[src/rtl/softmax_forward_backward_core_assert.svh]
// Assertion macros for the softmax forward/backward core.
// Depends on nothing; included by the top level only.
`ifndef SOFTMAX_FORWARD_BACKWARD_CORE_ASSERT_SVH
`define SOFTMAX_FORWARD_BACKWARD_CORE_ASSERT_SVH

// same-cycle implication
`define SMFB_ASSERT_IMPLY(lbl, clk, rst_n, ante, cons, msg) \
  lbl: assert property (@(posedge clk) disable iff (!rst_n) (ante) |-> (cons)) else $error(msg);

// next-cycle implication
`define SMFB_ASSERT_NEXT(lbl, clk, rst_n, ante, cons, msg) \
  lbl: assert property (@(posedge clk) disable iff (!rst_n) (ante) |=> (cons)) else $error(msg);

`endif

[src/rtl/smfb_ram.sv]
// Generic single-write, single-read RAM with registered read data.
// No dependencies.
module smfb_ram #(
  parameter int unsigned WIDTH = 33,
  parameter int unsigned DEPTH = 64
) (
  input  logic                     clk_i,
  input  logic                     we_i,
  input  logic [$clog2(DEPTH)-1:0] waddr_i,
  input  logic [WIDTH-1:0]         wdata_i,
  input  logic [$clog2(DEPTH)-1:0] raddr_i,
  output logic [WIDTH-1:0]         rdata_o
);
  logic [WIDTH-1:0] mem_q [DEPTH];
  logic [WIDTH-1:0] rdata_q;

  always_ff @(posedge clk_i) begin
    if (we_i) begin
      mem_q[waddr_i] <= wdata_i;
    end
    rdata_q <= mem_q[raddr_i];
  end

  assign rdata_o = rdata_q;
endmodule

[config.mk]
export PLATFORM = sky130hd
export DESIGN_NAME = smfb_ram
export DESIGN_NICKNAME = d
export VERILOG_FILES = /design/src/rtl/softmax_forward_backward_core_assert.svh /design/src/rtl/smfb_ram.sv
export SDC_FILE = /design/constraint.sdc
export NUM_CORES = 2
export LEC_CHECK = 0
export ABC_AREA = 1
export BUFFER_PORTS_ARGS = -buffer_cell sky130_fd_sc_hd__buf_4
export CORE_MARGIN = 3
export CORE_UTILIZATION = 35
export DETAILED_ROUTE_END_ITERATION = 6
export PLACE_DENSITY = 0.47
export SYNTH_ARGS = -nofsm -noshare
export SYNTH_HDL_FRONTEND = slang
export SYNTH_SLANG_ARGS = --single-unit
[constraint.sdc]
create_clock -name clk_i -period 5.8 [get_ports clk_i]
set_clock_uncertainty 0.15 [all_clocks]
set_input_delay 0.87 -clock clk_i [delete_from_list [all_inputs] [get_ports clk_i]]
set_output_delay 0.87 -clock clk_i [all_outputs]
set_load 0.01 [all_outputs]
==> summary.txt <==
Clock network
  • Post-CTS resize count: 0
  • CTS tree: built
  • Worst-Skew Late Latency: 0.89 ns
  • Cts hold-fix bufs: 0
  • Max clock buf depth: 3
  • H-tree Lvls: 4
  • Clock sinks: 2145
  • Clock Root Buffer: clkbuf_16
  • CTS clk-pin slew, worst paths: about 0.060 ns
  • CTS Buf Count: 230
  • Post-CTS setup buffers: 0

Routing
  • 1st-pass router iterations: 5
  • DRT iter0 DRCs: just under 6k
  • Remaining DRCs: 0
  • Via density: 5.27
  • Via Count: 54.6k
  • Drt total wl: roughly 270000 um
  • Post-DRT Antenna Nets: 0
  • Routed wire per std cell: 26.4 um

Timing
  • Fmax achieved: 318 MHz
  • Final setup margin: ~2.7 ns
  • Fin. max-slew vios: 0
  • RSZ-0062 raised after global routing: no
  • Final hold violations: 0
  • Post-route setup TNS: 0 ns
  • Tmin final: 3.15 ns
  • Worst slew margin: 9.31%
  • Final setup fails: 0
  • Worst-margin pin slew: 1.36 ns
  • Tcrit/Tclk final: 54.3%

Critical path
  • Arrival time of the worst setup path: between 3 and 4 ns
  • Worst Path Required: 6.46 ns
  • Max stage delay on crit path: 0.48 ns
  • CP max stage cell: inv_16
  • CP Max Fanout: 161
  • Critical path launch point type: input port
  • Critical path type: input port to register
  • CP endpoint kind: register
  • Crit-path cells: buf_8 > inv_16 > buf_4 > nand2_1 > nand3_1 > nand3_1 > nand3_1 > nand3_1 > nand2_1 > nand2_1 > nand2_1

Finish
  • Layout Cells excl Fill: 10.4k
  • Fill cells: 22.8k
  • Layout cell share with drive strength beyond 1: 8.12%
  • Most common cell after layout, fill and taps aside: nand2_1
  • Commonest non-fill, non-tap cells in the layout: nand2_1 (2321), edfxtp_1 (2112), nand3_1 (1965)
  • Layout Nets: 7018
  • Area Overhead vs Synth: 12.7%
  • Post-route cell area: 96600 um2

Global route
  • Largest net degree at the start of global routing: 175
  • Vias in the first global route: 51.9k
  • GRT Resource Usage Total: between 20% and 30%
  • First-pass GRT wire length: 392000 um
  • Initial antenna violation count: 13
  • Aggregate global routing overflow: 0

Power
  • PD cells: 344 nW/um2
  • Peak VDD IR: 0.314 mV
  • Pwr Total: between 30 and 40 mW
  • P_leak: 33.4 nW

Floorplanning
  • Total Die Area: 251000 um2
  • Initial Util: 35.2%
  • Top-Level Pins: 80
  • # rows: ~180
  • Die width: 501 um
  • Die extent in y: 501 um
  • Core area: ~240000 um2

Logic synthesis
  • Post-Synthesis Cells: 6980
  • Register area share after synthesis: 74.8%
  • Yosys warnings: 0
  • #FFs+latches synth: 2145
  • Mapped cell area: 85700 um2
  • Syn Nets: 7027
  • Synth cell types: 18
  • Avg Cell Area, Syn: 12.3 um2

Place
  • Final GP Congestion: 0.828
  • Final HPWL DP: 147000 um
  • Placed inst area: between 80000 and 90000 um2
  • Pre-CTS WS: 1.83 ns
  • Buffers on Ports: between 70 and 80
  • Cell Count Post-Placement: about 10k

Status
  • Outcome: complete, no violations

Run
  • Max cap viols: 0

Worst hold path
  • Worst hold path class: input port to register
[layout make-up]
type	instances	area, um2	area share [%]
repair buffers	223	2080	2.15
diodes	5	12.5	0.0130
clock inverters	120	832	0.861
inverters	12	83.8	0.0868
flip-flops and latches	2145	64100	66.3
well taps	3202	4010	4.15
multi-input cells	4359	19300	20.0
clock buffers	308	6170	6.39
[per-layer routing]
layer  vias to the layer above  part of all wire [%]  wire [um]  global-route usage [%]
met3                       367                   5.7      15500                    2.70
met5                         -                     0          0                       0
met4                         0                   3.6       9870                    7.61
met2                      1766                    47     128000                    33.8
met1                     27600                    44     121000                    30.6
li1                      24900                     -          -                       -
[synth_stat cells, drive strengths merged]
cell type	n	area, um2
nand3	1965	9830
buf	385	2430
clkinv	1	3.75
nand4	9	56.3
inv	11	43.8
edfxtp	2112	63400
nor2	56	210
dfxtp	33	661
nand2	2321	8710
clkbuf	79	297
nor4	8	50.1
[power breakdown]
part           switching [mW]  internal, mW
Combinational            1.66         0.486
Sequential             0.0708          17.2
Clock                    6.09          7.74
[state kept, by name, summed over array words and instances, names as in the netlist]
name and cells:
rdata_o 33, mem_q 2112
[worst paths after layout]
kind,from,to,slack [ns],depth (start not counted)
worst max-delay path,raddr_i[0],rdata_o[2],2.65,11
worst min-delay path,wdata_i[2],mem_q[43][2],0.23,1
worst max register to register,mem_q[2][23],rdata_o[23],3.63,8
worst min register to register,mem_q[59][1],rdata_o[1],0.66,8
[stage by stage]
step | utilization [%] | hold slack, ns
3_3_place_gp | 36.8 | 0.632
4_1_cts | 39.7 | 0.170
3_5_place_dp | 36.8 | 0.638
6_report | 39.7 | 0.233
2_1_floorplan | - | 0.571
5_1_grt | 39.7 | 0.185
[logic make-up after synthesis]
family                 after synthesis  share of synthesized area (%)
buffers and inverters              476                           3.23
flip-flops                        2145                           74.8
AND/OR/NAND/NOR                   4359                           22.0
[critical path, delay by kind of cell]
family | cells | cell delay (ns)
AND/OR/NAND/NOR | 8 | 1.45
buffers and inverters | 3 | 1.04
Power figures use the tool's default switching activity.
