## src/rtl/softmax_forward_backward_core_assert.svh

```systemverilog
// Assertion macros for the softmax forward/backward core.
// Depends on nothing; included by the top level only.
`ifndef SOFTMAX_FORWARD_BACKWARD_CORE_ASSERT_SVH
`define SOFTMAX_FORWARD_BACKWARD_CORE_ASSERT_SVH

// same-cycle implication
`define SMFB_ASSERT_IMPLY(lbl, clk, rst_n, ante, cons, msg) \
  lbl: assert property (@(posedge clk) disable iff (!rst_n) (ante) |-> (cons)) else $error(msg);

// next-cycle implication
`define SMFB_ASSERT_NEXT(lbl, clk, rst_n, ante, cons, msg) \
  lbl: assert property (@(posedge clk) disable iff (!rst_n) (ante) |=> (cons)) else $error(msg);

`endif

```

## src/rtl/smfb_pkg.sv

```systemverilog
// Shared types, widths and the 2^(-i/16) table for the softmax core.
// No dependencies.
package smfb_pkg;

  localparam int unsigned VAL_W    = 16;
  localparam int unsigned EXP_W    = 17;
  localparam int unsigned RES_W    = 17;
  localparam int unsigned SUM_W    = 23;
  localparam int unsigned WSUM_W   = 40;
  localparam int unsigned DIV_DW   = 58;
  localparam int unsigned DIV_VW   = 46;
  localparam int unsigned DIV_CW   = $clog2(DIV_DW + 1);
  localparam logic [10:0] LOG2E_Q10 = 11'd1477;

  typedef struct packed {
    logic              start;
    logic [DIV_DW-1:0] dividend;
    logic [DIV_VW-1:0] divisor;
  } div_req_t;

  typedef struct packed {
    logic              busy;
    logic              done;
    logic [DIV_DW-1:0] quot;
  } div_rsp_t;

  // 2^(-i/16) in Q1.16, i = 0..16
  function automatic logic [EXP_W-1:0] pow2_tab(input logic [4:0] i);
    logic [EXP_W-1:0] t;
    unique case (i)
      5'd0:    t = 17'd65536;
      5'd1:    t = 17'd62757;
      5'd2:    t = 17'd60097;
      5'd3:    t = 17'd57549;
      5'd4:    t = 17'd55109;
      5'd5:    t = 17'd52773;
      5'd6:    t = 17'd50535;
      5'd7:    t = 17'd48393;
      5'd8:    t = 17'd46341;
      5'd9:    t = 17'd44376;
      5'd10:   t = 17'd42495;
      5'd11:   t = 17'd40693;
      5'd12:   t = 17'd38968;
      5'd13:   t = 17'd37316;
      5'd14:   t = 17'd35734;
      5'd15:   t = 17'd34219;
      5'd16:   t = 17'd32768;
      default: t = '0;
    endcase
    return t;
  endfunction

endpackage

```

## src/rtl/smfb_div.sv

```systemverilog
// Restoring radix-2 divider, one quotient bit per cycle, shared by both modes.
// Depends on smfb_pkg.
module smfb_div import smfb_pkg::*; (
  input  logic     clk_i,
  input  logic     rst_ni,
  input  div_req_t req_i,
  output div_rsp_t rsp_o
);
  logic [DIV_DW-1:0] num_q, num_d;
  logic [DIV_VW-1:0] rem_q, rem_d, den_q, den_d;
  logic [DIV_CW-1:0] cnt_q, cnt_d;
  logic              busy_q, busy_d, done_q, done_d;
  logic [DIV_VW:0]   trial, diffv;
  logic              ge;

  assign trial = {rem_q, num_q[DIV_DW-1]};
  assign ge    = trial >= {1'b0, den_q};
  assign diffv = trial - {1'b0, den_q};

  always_comb begin
    num_d  = num_q;
    rem_d  = rem_q;
    den_d  = den_q;
    cnt_d  = cnt_q;
    busy_d = busy_q;
    done_d = 1'b0;
    if (req_i.start) begin
      num_d  = req_i.dividend;
      rem_d  = '0;
      den_d  = req_i.divisor;
      cnt_d  = DIV_CW'(DIV_DW);
      busy_d = 1'b1;
    end else if (busy_q) begin
      rem_d = ge ? diffv[DIV_VW-1:0] : trial[DIV_VW-1:0];
      num_d = {num_q[DIV_DW-2:0], ge};
      cnt_d = cnt_q - DIV_CW'(1);
      if (cnt_q == DIV_CW'(1)) begin
        busy_d = 1'b0;
        done_d = 1'b1;
      end
    end
  end

  always_ff @(posedge clk_i or negedge rst_ni) begin
    if (!rst_ni) begin
      cnt_q  <= '0;
      busy_q <= 1'b0;
      done_q <= 1'b0;
    end else begin
      cnt_q  <= cnt_d;
      busy_q <= busy_d;
      done_q <= done_d;
    end
  end

  always_ff @(posedge clk_i) begin
    num_q <= num_d;
    rem_q <= rem_d;
    den_q <= den_d;
  end

  assign rsp_o.busy = busy_q;
  assign rsp_o.done = done_q;
  assign rsp_o.quot = num_q;
endmodule

```

## config.mk

```make
export PLATFORM = sky130hd
export DESIGN_NAME = smfb_div
export DESIGN_NICKNAME = d
export VERILOG_FILES = /design/src/rtl/softmax_forward_backward_core_assert.svh /design/src/rtl/smfb_pkg.sv /design/src/rtl/smfb_div.sv
export SDC_FILE = /design/constraint.sdc
export NUM_CORES = 1
export LEC_CHECK = 0
export BUFFER_PORTS_ARGS = -buffer_cell sky130_fd_sc_hd__buf_2
export CAP_MARGIN = 20
export CELL_PAD_IN_SITES_DETAIL_PLACEMENT = 0
export CELL_PAD_IN_SITES_GLOBAL_PLACEMENT = 1
export CORE_MARGIN = 1
export CORE_UTILIZATION = 35
export DETAILED_ROUTE_END_ITERATION = 6
export PLACE_DENSITY = 0.65
export SLEW_MARGIN = 25
export SYNTH_ARGS = -nofsm -noshare
export SYNTH_HDL_FRONTEND = slang
export SYNTH_SLANG_ARGS = --single-unit
```

## constraint.sdc

```tcl
create_clock -name clk_i -period 6.8 [get_ports clk_i]
set_input_delay 0.34 -clock clk_i [delete_from_list [all_inputs] [get_ports clk_i]]
set_output_delay 0.34 -clock clk_i [all_outputs]
set_load 0.02 [all_outputs]
```

==> run summary, run 1 <==
edfxtp_1 takes more of the synthesized area than any other cell. The internal portion of total power came out at 2530 µW. The number of H-tree levels is 4. The maximum clock skew at final layout is approximately 0.019 ns.

The count of endpoints failing setup in the final report came out at 0. The clock reaches the later pin of the worst-skew pair after between 0.4 and 0.5 ns. The proportion of netlist area held by the largest area contributor is 33.2%. The critical path endpoint category is a flip-flop. The final cell utilization of the core is between 40% and 50%. The total design power is 4200 µW. The area of the die is 27600 µm². Clock-pin slew was measured on the worst setup and hold paths at 0.07 ns. The final reports fail on design-rule violations. The switching power total came out at 1670 µW.

The kind of start point of the critical path is a flip-flop. The switching part of the total power is 39.8%. The startpoint-to-endpoint class of the critical path is reg -> reg.

The number of hold violations in the final report came out at 0. The combinational power share came out at 44.8%. Synthesis handed over a netlist of between 900 and 1000 instances. Among all cell types in the netlist, the one instantiated most often is edfxtp_1. In this run, synthesis inferred approximately 100 flip-flops with an integrated enable.

The total number of nets in the final design is 1200. The number of rows created at floorplan is 59. Of the available clock period, the critical path in the final layout requires 53.1%. The maximum buffer depth of the clock tree is 2.

TritonCTS built the clock tree. The number of slew-limit violations in the final report came out at 0. The synthesized netlist occupies a cell area of 9420 µm².

The cell sitting at the root of the clock tree is a clkbuf_16. Buffers placed on the I/O ports in this run total 166. Summed over all failing endpoints, the final setup total negative slack is 0 ns. Summed over all layers, the global routing overflow is 0. The routability-driven placement congestion ratio is 0.823. For this run, design rule violations remaining after detail routing come to 10. In this run the count of I/O pins placed on the die edge is 167.

For this block, the initial DRC count from the detailed router was 396. In this run the power density over the cells is approximately 380 nW/µm². The number of nets produced by synthesis is about 1100. The number of buffers inserted during clock tree synthesis is 17. The maximum ir drop on the vdd rail came out at 164 µV.

The tool flagged a number of max-cap violations equal to 0. The initial core utilization is 35.9%. The core region area came out at ~26000 µm². For the worst setup path, the data required time is around 7.1 ns. The wire length of the first global-routing pass is 38900 µm.

By area the synthesized netlist is led by edfxtp_1 33%, dfxtp_1 9.8%, mux2_2 6.9%, ha_1 6.4%, a21oi_1 4.3%. The worst relative slew slack came out at between 30% and 40%. The share of the yosys chip area belonging to registers came out at 45.1%.

The overall global routing resource usage came out at between 15 and 20%. The width of the chip came out at 166 µm. The fraction of synthesis flops using an asynchronous set or reset pin is 5.06%. The minimum hold slack is 0.0833 ns. The routed layout has 7106 vias. The final-layout fill cell count is 2599. The floorplan die height came out at between 150 and 200 µm. The pin count of the biggest net entering global routing is 87. The highest attainable clock frequency came out at 277 MHz. In the post-route analysis, the smallest setup slack over all paths is 3.19 ns. The number of antenna violations at the first check in global routing is 1. The number of detailed-routing iterations run before antenna repair is 7. The placed wire-length estimate is 16900 µm. The clock net in this run drives a total of 158 sinks.

The clock period minus worst slack came out at 3.61 ns. The static leakage came out at 0.00472 µW. The maximum fanout along the worst path is 15. The vias per cell is 5.10.

The final wirelength came out at around 24000 µm. Prior to clock tree synthesis, the placed netlist has a worst setup slack of 3.16 ns. The growth of design area from synthesis to finish came out at 17.3%. The remaining number of nets flagged by the antenna check after routing came out at 0.

The post-route netlist has 28.9% of its cells at a drive strength greater than 1. For the pin with the worst max-slew slack, the measured transition is 0.964 ns. The per-cell routed wire length came out at 16.9 µm. The warning count from the yosys run came out at 0.

The clock network burns 23.0% of the power. The class of the most critical hold timing path is in -> reg. The flow ran to the end, but the final reports show violations. The share of total power dissipated in sequential elements is between 30% and 40%.

After synthesis, the netlist uses 91 different library cells. The number of global-route vias before repair came out at 7324. Setup repair after global routing left no endpoint under its margin. The mean area per synthesized cell is approximately 10 µm². The worst endpoint data arrival time came out at 3.90 ns. The post-synthesis register bit count came out at 158. The commonest cells after synthesis are 104 x edfxtp_1, 88 x nor2_1, 80 x a21oi_1. The most used flip-flop cell after synthesis is edfxtp_1.
-- sequential cells by signal, summed over array words and instances (netlist names) --
register	cells
rem_q	46
busy_q	1
num_q	58
den_q	46
cnt_q	6
done_q	1
-- critical path: stages (launching register included) --
cell      delay [ns]
edfxtp_1        0.33
inv_1           0.05
ha_1            0.46
a21oi_1         0.11
o21ai_0         0.33
a21oi_1         0.12
o21ai_0         0.28
o211a_4         0.24
or2_1           0.60
buf_4           0.39
mux2_4          0.34
mux2i_4         0.14
a211oi_2        0.06
-- stage by stage --
| step | area (µm²) | cells |
|---|---|---|
| after detailed placement | 10400 | 1359 |
| after floorplan | 9420 | 903 |
| after CTS | 11000 | 1392 |
| after global placement | 10400 | 1359 |
| after global routing | 11000 | 1392 |
| final | 11000 | 1393 |
-- path summary, 6_finish.rpt --
kind,cells after the start,to,startpoint,slack (ns)
worst min register to register,2,rem_q[36],rem_q[36],0.49
worst min-delay path,1,den_q[8],req_i[8],0.08
worst max register to register,12,rem_q[38],den_q[20],3.19
min in group asynchronous,2,cnt_q[1],rst_ni,0.30
worst max-delay path,12,rem_q[38],den_q[20],3.19
max in group asynchronous,2,busy_q,rst_ni,6.29
-- timing repair --
item / 4_1_cts / 5_1_grt
gates resized for setup: 0 / 0
setup buffers: 0 / 0
endpoints found under the setup margin: 0 / 0
hold buffers: 1 / 0
endpoints found under the hold margin: 8 / 0
-- cells in the final DEF (no fill, tap or decap), drive strengths merged, types with 6 or more instances in the layout --
master | Yosys | routed
a211oi | 33 | 33
a21o | 17 | 17
a21oi | 82 | 82
buf | 25 | 172
clkbuf | 26 | 18
dfrtp | 8 | 8
dfxtp | 46 | 46
edfxtp | 104 | 104
ha | 48 | 48
inv | 61 | 68
mux2 | 63 | 63
mux2i | 20 | 20
nand2 | 62 | 62
nand2b | 8 | 8
nand3 | 10 | 10
nand4 | 12 | 12
nor2 | 90 | 90
nor3 | 14 | 14
o21a | 10 | 10
o21ai | 26 | 26
o21bai | 10 | 10
or2 | 6 | 6
xnor2 | 31 | 31
xor2 | 9 | 9
-- kinds of logic after synthesis --
kind of cell	count (synthesis)	share of synthesized area, %
AO/OA/AOI/OAI	233	18.0
XOR/XNOR	40	3.72
adder cells (fa/ha/maj)	49	6.59
buffers and inverters	112	5.29
flip-flops	158	45.1
multiplexers	83	9.99
AND/OR/NAND/NOR	228	11.3
-- power groups by stage --
stage / logic, µW / registers, µW / clock network (µW)
after global placement: 1890 / 1370 / 0
after floorplan: 1470 / 1390 / 0
after global routing: 2090 / 1380 / 1030
after detailed placement: 1880 / 1370 / 0
final: 1880 / 1350 / 966
after CTS: 1890 / 1350 / 994
-- cell type report --
type	count	area (µm²)	area share, %
inverter	61	229	2.07
clock buffer	18	429	3.89
sequential	158	4250	38.4
antenna	1	2.50	0.0227
tap	335	419	3.80
timing repair buffer	173	892	8.08
multi-input combinational	633	4670	42.3
clock inverter	14	151	1.37
-- layer usage --
metal	GRT usage, %	up-vias	part of all wire (%)
met5	0	-	0.034
met4	4.55	2	1.0
met3	5.55	15	6.9
met2	28.1	187	45
met1	22.9	3309	47
li1	-	3593	-
No activity file was read; power rests on OpenSTA's default activity.
==> inputs of run 2 (changes only) <==
--- a/config.mk
+++ b/config.mk
@@ -5,6 +5,7 @@
 export SDC_FILE = /design/constraint.sdc
 export NUM_CORES = 1
 export LEC_CHECK = 0
+export ABC_AREA = 1
 export BUFFER_PORTS_ARGS = -buffer_cell sky130_fd_sc_hd__buf_2
 export CAP_MARGIN = 20
 export CELL_PAD_IN_SITES_DETAIL_PLACEMENT = 0
@@ -12,7 +13,7 @@
 export CORE_MARGIN = 1
 export CORE_UTILIZATION = 35
 export DETAILED_ROUTE_END_ITERATION = 6
-export PLACE_DENSITY = 0.65
+export PLACE_DENSITY = 0.69
 export SLEW_MARGIN = 25
 export SYNTH_ARGS = -nofsm -noshare
 export SYNTH_HDL_FRONTEND = slang
==> constraint.sdc (replaced) <==
create_clock -name clk_i -period 3.4 [get_ports clk_i]
set_input_delay 0.17 -clock clk_i [delete_from_list [all_inputs] [get_ports clk_i]]
set_output_delay 0.17 -clock clk_i [all_outputs]
set_load 0.02 [all_outputs]
==> run 2 against run 1 <==
The run now ends clean. Final cell count grew 58%. Count of clock-buffer cells in the layout is the same. Die area grew 14%. Non-clock buffer count grew 95. Clock power grew 100%. Combinational power shrank 62%. Wire length grew 34%. Power grew 17%. Flip-flop and latch count is the same. Maximum frequency grew 32%. Area after synthesis grew 14%. Global-route usage grew 3.2 points.
==> run summary, run 2 <==
The run finished with clean final reports. The commonest cells after synthesis are 656 x nand2_1, 277 x inv_1, 104 x edfxtp_1. The number of clock sinks seen by CTS is 158 (unchanged). The floorplan die height was 177 µm (+6.8%). The master cell of the clock root buffer is clkbuf_16. The area of the die came out at 31400 µm² (+14%). The number of global-route vias before repair is 9844 (+34%). The static leakage came out at 0.00730 µW (+54%).

The growth of design area from synthesis to finish is 25.0%. The worst register-to-register path ends at rem_q[3]. The overall via count from detail_route is 9990 (+41%).

The mapped cell area came out at 10700 µm² (+14%). The fraction of synthesis flops using an asynchronous set or reset pin came out at 5.06% (unchanged). The vias per cell is 4.54 (-11%). The number of buffers inserted during clock tree synthesis is 17 (unchanged).

The count of input and output buffers came out at 166 (unchanged). In the post-synthesis netlist, the cell with the most instances is nand2_1. The final global-route overflow total came out at 0 (unchanged). The post-synthesis register bit count is 158 (unchanged). The core region area came out at 30000 µm² (+14%). The number of buffers inserted to repair setup after CTS came out at 0 (unchanged).

The share of the yosys chip area belonging to registers is 39.5% (-5.6 points). The fraction of layout cells with a size suffix above 1 is 15.0% (-14 points). The part of the cycle the worst path needs is 80.5% (+27 points).

The capture endpoint of the worst hold path is num_q[53]. The number of synthesized flops with an enable pin was 104 (unchanged). The maximum clock skew at final layout is 0.0217 ns (+0.00278 ns). The data required time at the worst endpoint was 3.71 ns (-3.38 ns). The final wirelength is 31600 µm (+34%).

The count of non-filler cells in the finished layout is 2202 (+58%). The reg-to-reg setup timing slack is 0.66 ns (-2.53 ns). STA classifies the critical path startpoint as a flip-flop. The count of unique library cells instantiated by Yosys came to 39 (-57%).

The number of detailed-routing iterations run before antenna repair is 5 (-2). The mean area per synthesized cell came out at 6.93 µm² (-34%). The startpoint of the lowest-slack register-to-register path is den_q[21]. The largest registers in the layout are num_q (58), den_q (46), rem_q (46). The transition time at the pin with the least slew margin came out at 0.802 ns (-0.162 ns). Setup repair after global routing left no endpoint under its margin. The worst hold path depth is 3 (+2).

The number of rows created at floorplan is 63 (+6.8%). The worst endpoint data arrival time came to 3.04 ns (-0.86 ns). The depth of the worst register-to-register path came out at 13 (+1). The clock transition at the register clock pins on the worst setup and hold paths after CTS came to 0.07 ns (about the same).

The flip-flop count of the largest register after layout is 58 (unchanged). The number of slew-limit violations in the final report is 0 (unchanged). The biggest area contributor in the post-synthesis netlist is edfxtp_1. The prevailing post-synth register cell is edfxtp_1. The remaining number of nets flagged by the antenna check after routing came to 0 (unchanged).

The number of max-cap violations is 0 (unchanged). The per-cell routed wire length is 14.3 µm (-15%). The synthesized instance count came to 1551 (+72%). The number of primary I/O pins is 167 (unchanged). The ratio of total power to cell area came out at 365 nW/µm² (-4.1%). The total number of nets in the final design is 1955 (+63%).

The DRC violations left is 0 (-10). Counting flops per register, the top entry is num_q. The number of DRC markers after the initial detailed-route iteration was 612 (+55%).

The count of endpoints failing setup in the final report is 0 (unchanged). The library cell used most frequently in the layout, excluding fill and tap cells, is nand2_1. The proportion of netlist area held by the largest area contributor came out at 29.1% (-4.1 points). The wire length of the first global-routing pass is 50800 µm (+31%). The sum of negative setup slack came out at 0 ns (unchanged).

The worst hold path belongs to the class in -> reg. The number of H-tree levels is 4 (unchanged). The initial core utilization was 35.9% (-0.042 points). The maximum buffer depth of the clock tree is 2 (unchanged). The number of antenna diodes came out at 0 (-1). Leaving out fill and tap cells, the most frequent cells in the layout are 656 x nand2_1, 276 x inv_1, 165 x buf_2. The warning count from the yosys run was 0 (unchanged).

The startpoint-to-endpoint class of the critical path is reg -> reg. Yosys attributes the largest share of cell area to edfxtp_1 29%, nand2_1 23%, inv_1 9.7%, dfxtp_1 8.6%, ha_1 5.6%. The placed wire-length estimate is 23700 µm (+40%). The number of antenna violations at the first check in global routing came to 0 (-1). The total design power is 4900 µW (+17%). The routability-driven placement congestion ratio came out at 0.931 (+13%). The count of placed standard cells including taps was 2076 (+53%). The width of the chip came out at 177 µm (+6.8%). The clock period minus worst slack came out at 2.74 ns (-0.873 ns). The highest attainable clock frequency came out at 366 MHz (+32%). The overall global routing resource usage is 20.8% (+3.2 points).

The number of hold violations in the final report came out at 0 (unchanged). The worst relative slew slack came out at 46.4% (+11 points). The insertion delay of the later-clocked pin in the worst-skew pair came out at 0.45 ns (about the same). The pin count of the biggest net entering global routing came out at 76 (-13%). The maximum fanout along the worst path was 48 (+33). The worst hold path begins at req_i[99]. The number of nets produced by synthesis came to 1707 (+61%).

The maximum ir drop on the vdd rail is 342 µV (+110%). The critical path endpoint category is a flip-flop. TritonCTS built the clock tree.
[run 2: changes by cell type in the layout (fill, tap and decap cells not counted), moves of 12 or more]
cell / previous run / this run
a21o_1: 17 / 0
nand3b_1: 1 / 20
o21ai_0: 23 / 11
a211oi_1: 31 / 0
inv_1: 61 / 276
mux2i_1: 19 / 0
nand3_1: 10 / 102
nand2_1: 59 / 656
dlygate4sd3_1: 1 / 94
mux2_2: 58 / 0
nand2_2: 2 / 16
nor2_1: 88 / 74
a21oi_1: 80 / 34
[run 2: metrics by stage]
| stage | utilization [%] | worst slack [ns] | hold WS, ns | instance area (µm²) |
|---|---|---|---|---|
| 3_5_place_dp | 39.8 | 0.700 | 0.0279 | 11900 |
| 5_1_grt | 44.9 | 0.398 | 0.0116 | 13400 |
| 2_1_floorplan | - | 0.445 | -0.126 | 10700 |
| 6_report | 44.9 | 0.664 | 0.0143 | 13400 |
| 3_3_place_gp | 39.8 | 0.756 | 0.0279 | 11900 |
| 4_1_cts | 44.9 | 0.676 | 0.000612 | 13400 |
[run 2: area by class of cell]
type	instances	area (µm²)
repair buffers	268	1860
multi-input cells	1069	5200
fillers	3177	16500
clock buffers	18	429
clock inverters	14	146
inverters	285	1070
flip-flops and latches	158	4240
well taps	390	488
[run 2: worst max path at each step]
stage / startpoint / to / slack (ns) / depth (start not counted)
CTS: den_q[21] / rem_q[3] / 0.68 / 13
global placement: den_q[21] / rem_q[44] / 0.76 / 15
global route: den_q[17] / rem_q[33] / 0.40 / 17
detailed placement: den_q[21] / rem_q[44] / 0.70 / 15
floorplan: req_i[104] / num_q[0] / 0.45 / 4
finish: den_q[21] / rem_q[3] / 0.66 / 13
[run 2: per-layer routing]
metal	global-route usage (%)	wire length [µm]
met1	27.7	15400
met2	33.8	14000
met5	0	0
met3	4.32	1670
met4	5.68	495
[run 2: critical path, stage by stage (launching register included)]
cell and delay (ns):
edfxtp_1 0.38, inv_1 0.07, ha_1 0.27, nand2_2 0.13
inv_1 0.06, a21oi_2 0.20, nand2_1 0.14, a21oi_1 0.22
nand2_2 0.11, nand2_4 0.08, buf_4 0.58, nand3_1 0.14
nand3_1 0.13, o21ai_0 0.09
[run 2: cells by family (layout without fill, tap and decap cells)]
kind of cell,Yosys count,count (layout),share of synthesized area [%]
XOR/XNOR,23,23,1.87
flip-flops,158,158,39.5
AND/OR/NAND/NOR,928,928,37.1
buffers and inverters,324,585,12.3
adder cells (fa/ha/maj),49,49,5.77
AO/OA/AOI/OAI,69,69,3.50
[run 2: report_power, final]
group / internal (µW) / total [µW] / switching (µW)
Combinational: 289 / 715 / 426
Sequential: 2180 / 2230 / 54.7
Clock: 1040 / 1950 / 914
Total: 3500 / 4900 / 1390
[run 2: what timing repair did]
item | CTS | global route
hold endpoints to repair | 101 | 0
gates resized for setup | 0 | 0
hold buffers | 94 | 0
==> inputs of run 3 (changes only) <==
==> constraint.sdc (replaced) <==
create_clock -name clk_i -period 2.7 [get_ports clk_i]
set_input_delay 0.135 -clock clk_i [delete_from_list [all_inputs] [get_ports clk_i]]
set_output_delay 0.135 -clock clk_i [all_outputs]
set_load 0.02 [all_outputs]
==> run 3 against run 2 <==
Wire length is 2.0% higher. Count of clock-buffer cells in the layout grew 1. Non-clock buffer count rose by 20. Register-to-register slack lost 0.43 ns. Cell area rose by 1.3%. Combinational power up 29%. Core utilization grew 0.58 points. Final cell count grew 0.91%. Flip-flop and latch count did not move. Power increased by 24%. Largest power group unchanged. Die area is the same. Clock power is 21% higher.
==> run summary, run 3 (synthesis results as in run 2) <==
The number of slew-limit violations in the final report is 0 (unchanged). The width of the chip came out at 177 µm (unchanged). The number of clock sinks seen by CTS is 158 (unchanged). The clock period minus worst slack is 2.46 ns (-0.271 ns). The startpoint of the worst hold path is req_i[46]. The fraction of layout cells with a size suffix above 1 came out at 15.3% (+0.33 points). The sum of negative setup slack was 0 ns (unchanged). The vias per cell came out at 4.52 (-0.34%). The minimum hold slack was 0.0390 ns (+0.0247 ns). The number of antenna violations at the first check in global routing came out at 0 (unchanged). The cts-stage hold buffer count is 104 (+11%). The static leakage is 0.00739 µW (+1.2%). The overall global routing resource usage is 21.4% (+0.60 points). By startpoint and endpoint, the worst setup path is classified as reg -> reg. The pin count of the biggest net entering global routing came out at 81 (+6.6%). The number of hold violations in the final report was 0 (unchanged). The number of global-route vias before repair came out at 9861 (+0.17%). STA classifies the critical path startpoint as a flip-flop.

The maximum fanout along the worst path is 21 (-56%). The library cell used most frequently in the layout, excluding fill and tap cells, is nand2_1. In this run the worst hold path is classified as in -> reg. The ratio of total power to cell area came out at 447 nW/µm² (+23%).

The worst register-to-register path ends at rem_q[42]. The startpoint of the lowest-slack register-to-register path is den_q[2]. The total number of nets in the final design came out at 1975 (+1.0%). The number of buffers inserted to repair setup after CTS came out at 0 (unchanged). The worst relative slew slack came to 35.5% (-11 points). The initial core utilization is 35.9% (unchanged). The remaining number of nets flagged by the antenna check after routing came out at 0 (unchanged). The total design power was 6080 µW (+24%). Counting stages on the worst path, the most repeated cell is nand2_2. The number of max-cap violations came to 0 (unchanged). The DRC violations left is 0 (unchanged). The cell area after placement was 12000 µm² (+0.82%). The placed wire-length estimate came out at 24600 µm (+4.0%).

The area used by multi-input combinational logic was 5200 µm² (unchanged). More flip-flops sit in one register than any other, and that register is num_q. The final wirelength came out at 32200 µm (+2.0%). The worst hold path depth is 3 (unchanged). In the layout the commonest cells are 656 x nand2_1, 276 x inv_1, 165 x buf_2. The insertion delay of the later-clocked pin in the worst-skew pair came out at 0.45 ns (about the same). The core region area is 30000 µm² (unchanged). The clock transition at the register clock pins on the worst setup and hold paths after CTS came out at 0.07 ns (about the same). The final global-route overflow total is 0 (unchanged).

The final-layout fill cell count is 3164 (-0.41%). The area of all sequential standard cells came out at 4240 µm² (unchanged). The flip-flop count of the largest register after layout is 58 (unchanged). The signal on the critical path passes through inv_1 -> ha_1 -> nand3_1 -> nand2_2 -> nand2_1 -> nand2_2 -> nand2_2 -> nand2_2 -> nand2_2 -> nand2_2 -> nand2_4 -> nand2_4 -> buf_12 -> nand3_1 -> nand2_1 -> nand2_1. The wire length of the first global-routing pass came to 51700 µm (+1.9%). The number of DRC markers after the initial detailed-route iteration came out at 602 (-1.6%). The part of the cycle the worst path needs is 91.3% (+11 points).

The number of rows created at floorplan is 63 (unchanged). The depth of the worst register-to-register path came out at 16 (+3). The maximum clock skew at final layout came out at 0.0146 ns (-0.00710 ns). The maximum ir drop on the vdd rail is 429 µV (+25%). The reg-to-reg setup timing slack was 0.24 ns (-0.43 ns). The per-cell routed wire length came to 14.5 µm (+1.1%).

For this design, the slowest cell found on the critical path is ha_1. The highest attainable clock frequency came to 406 MHz (+11%). The area of the die came to 31400 µm² (unchanged).

The maximum buffer depth of the clock tree came out at 2 (unchanged). The flow ran to the end, and the final reports show no timing, DRC or antenna violations. The master cell of the clock root buffer is clkbuf_16.

The transition time at the pin with the least slew margin came to 0.967 ns (+0.165 ns). The number of buffers inserted during clock tree synthesis is 17 (unchanged). The post-layout instance area is 13600 µm² (+1.3%). The number of antenna diodes came out at 0 (unchanged). The number of primary I/O pins came out at 167 (unchanged). The number of H-tree levels is 4 (unchanged). The count of endpoints failing setup in the final report came out at 0 (unchanged). The clock tree from TritonCTS is built. The data required time at the worst endpoint is 3.05 ns (-0.66 ns). Compared with the post-synthesis result, the final layout area differs by 26.6%. Setup repair after global routing left no endpoint under its margin. The worst hold path terminates at num_q[0]. The count of input and output buffers came out at 166 (unchanged). The stage delay of the slowest cell on the critical path came out at 0.44 ns (-0.14 ns). The overall via count from detail_route came out at 10000 (+0.56%).

STA classifies the critical path endpoint as a flip-flop. The routability-driven placement congestion ratio is 0.935 (+0.44%). The largest registers in the layout are num_q (58), den_q (46), rem_q (46). The floorplan die height came out at 177 µm (unchanged).

The number of detailed-routing iterations run before antenna repair came out at 5 (unchanged). The worst endpoint data arrival time came out at 2.81 ns (-0.23 ns). The post-CTS resize count is 0 (unchanged).
[run 3: area by class of cell]
cell class              instances  area share (%)
flip-flops and latches        158            31.2
clock inverters                13           0.791
inverters                     285            7.86
repair buffers                288            15.1
well taps                     390            3.59
multi-input cells            1069            38.2
clock buffers                  19            3.25
[run 3: report_power, final]
group / internal (µW) / leakage (µW) / total, µW / switching (µW)
Sequential: 2740 / 0.00154 / 2810 / 68.8
Combinational: 378 / 0.00557 / 923 / 544
Clock: 1220 / 0.000271 / 2350 / 1130
Total: 4340 / 0.00739 / 6080 / 1740
[run 3: through the flow]
step | worst slack, ns | util [%] | std cells
floorplan | 0.570 | - | 1551
global placement | 0.244 | 40.1 | 2086
detailed placement | 0.239 | 40.1 | 2086
CTS | 0.223 | 45.4 | 2222
global route | 0.00381 | 45.4 | 2222
finish | 0.235 | 45.4 | 2222
[run 3: routing by layer]
layer	routed length, µm	GRT usage (%)	vias up
li1	-	-	5293
met1	15800	28.5	4495
met2	14300	34.6	226
met3	1550	4.51	32
met4	556	6.43	0
met5	0	0	-
[run 3: critical path: cells and delay by family (launching register included)]
kind                     cells  cell delay (ns)
adder cells (fa/ha/maj)      1             0.44
buffers and inverters        2             0.23
flip-flops                   1             0.32
AND/OR/NAND/NOR             13             1.36
[run 3: worst max-delay path by stage]
stage                           end  slack, ns      start  cells after the start
final                     rem_q[42]       0.24   den_q[2]                     16
after global routing      rem_q[32]      0.004  num_q[57]                     17
after CTS                 rem_q[42]       0.22   den_q[2]                     16
after detailed placement  rem_q[42]       0.24  den_q[36]                     14
after global placement    rem_q[36]       0.24  num_q[57]                     15
after floorplan           rem_q[44]       0.57  num_q[57]                     16
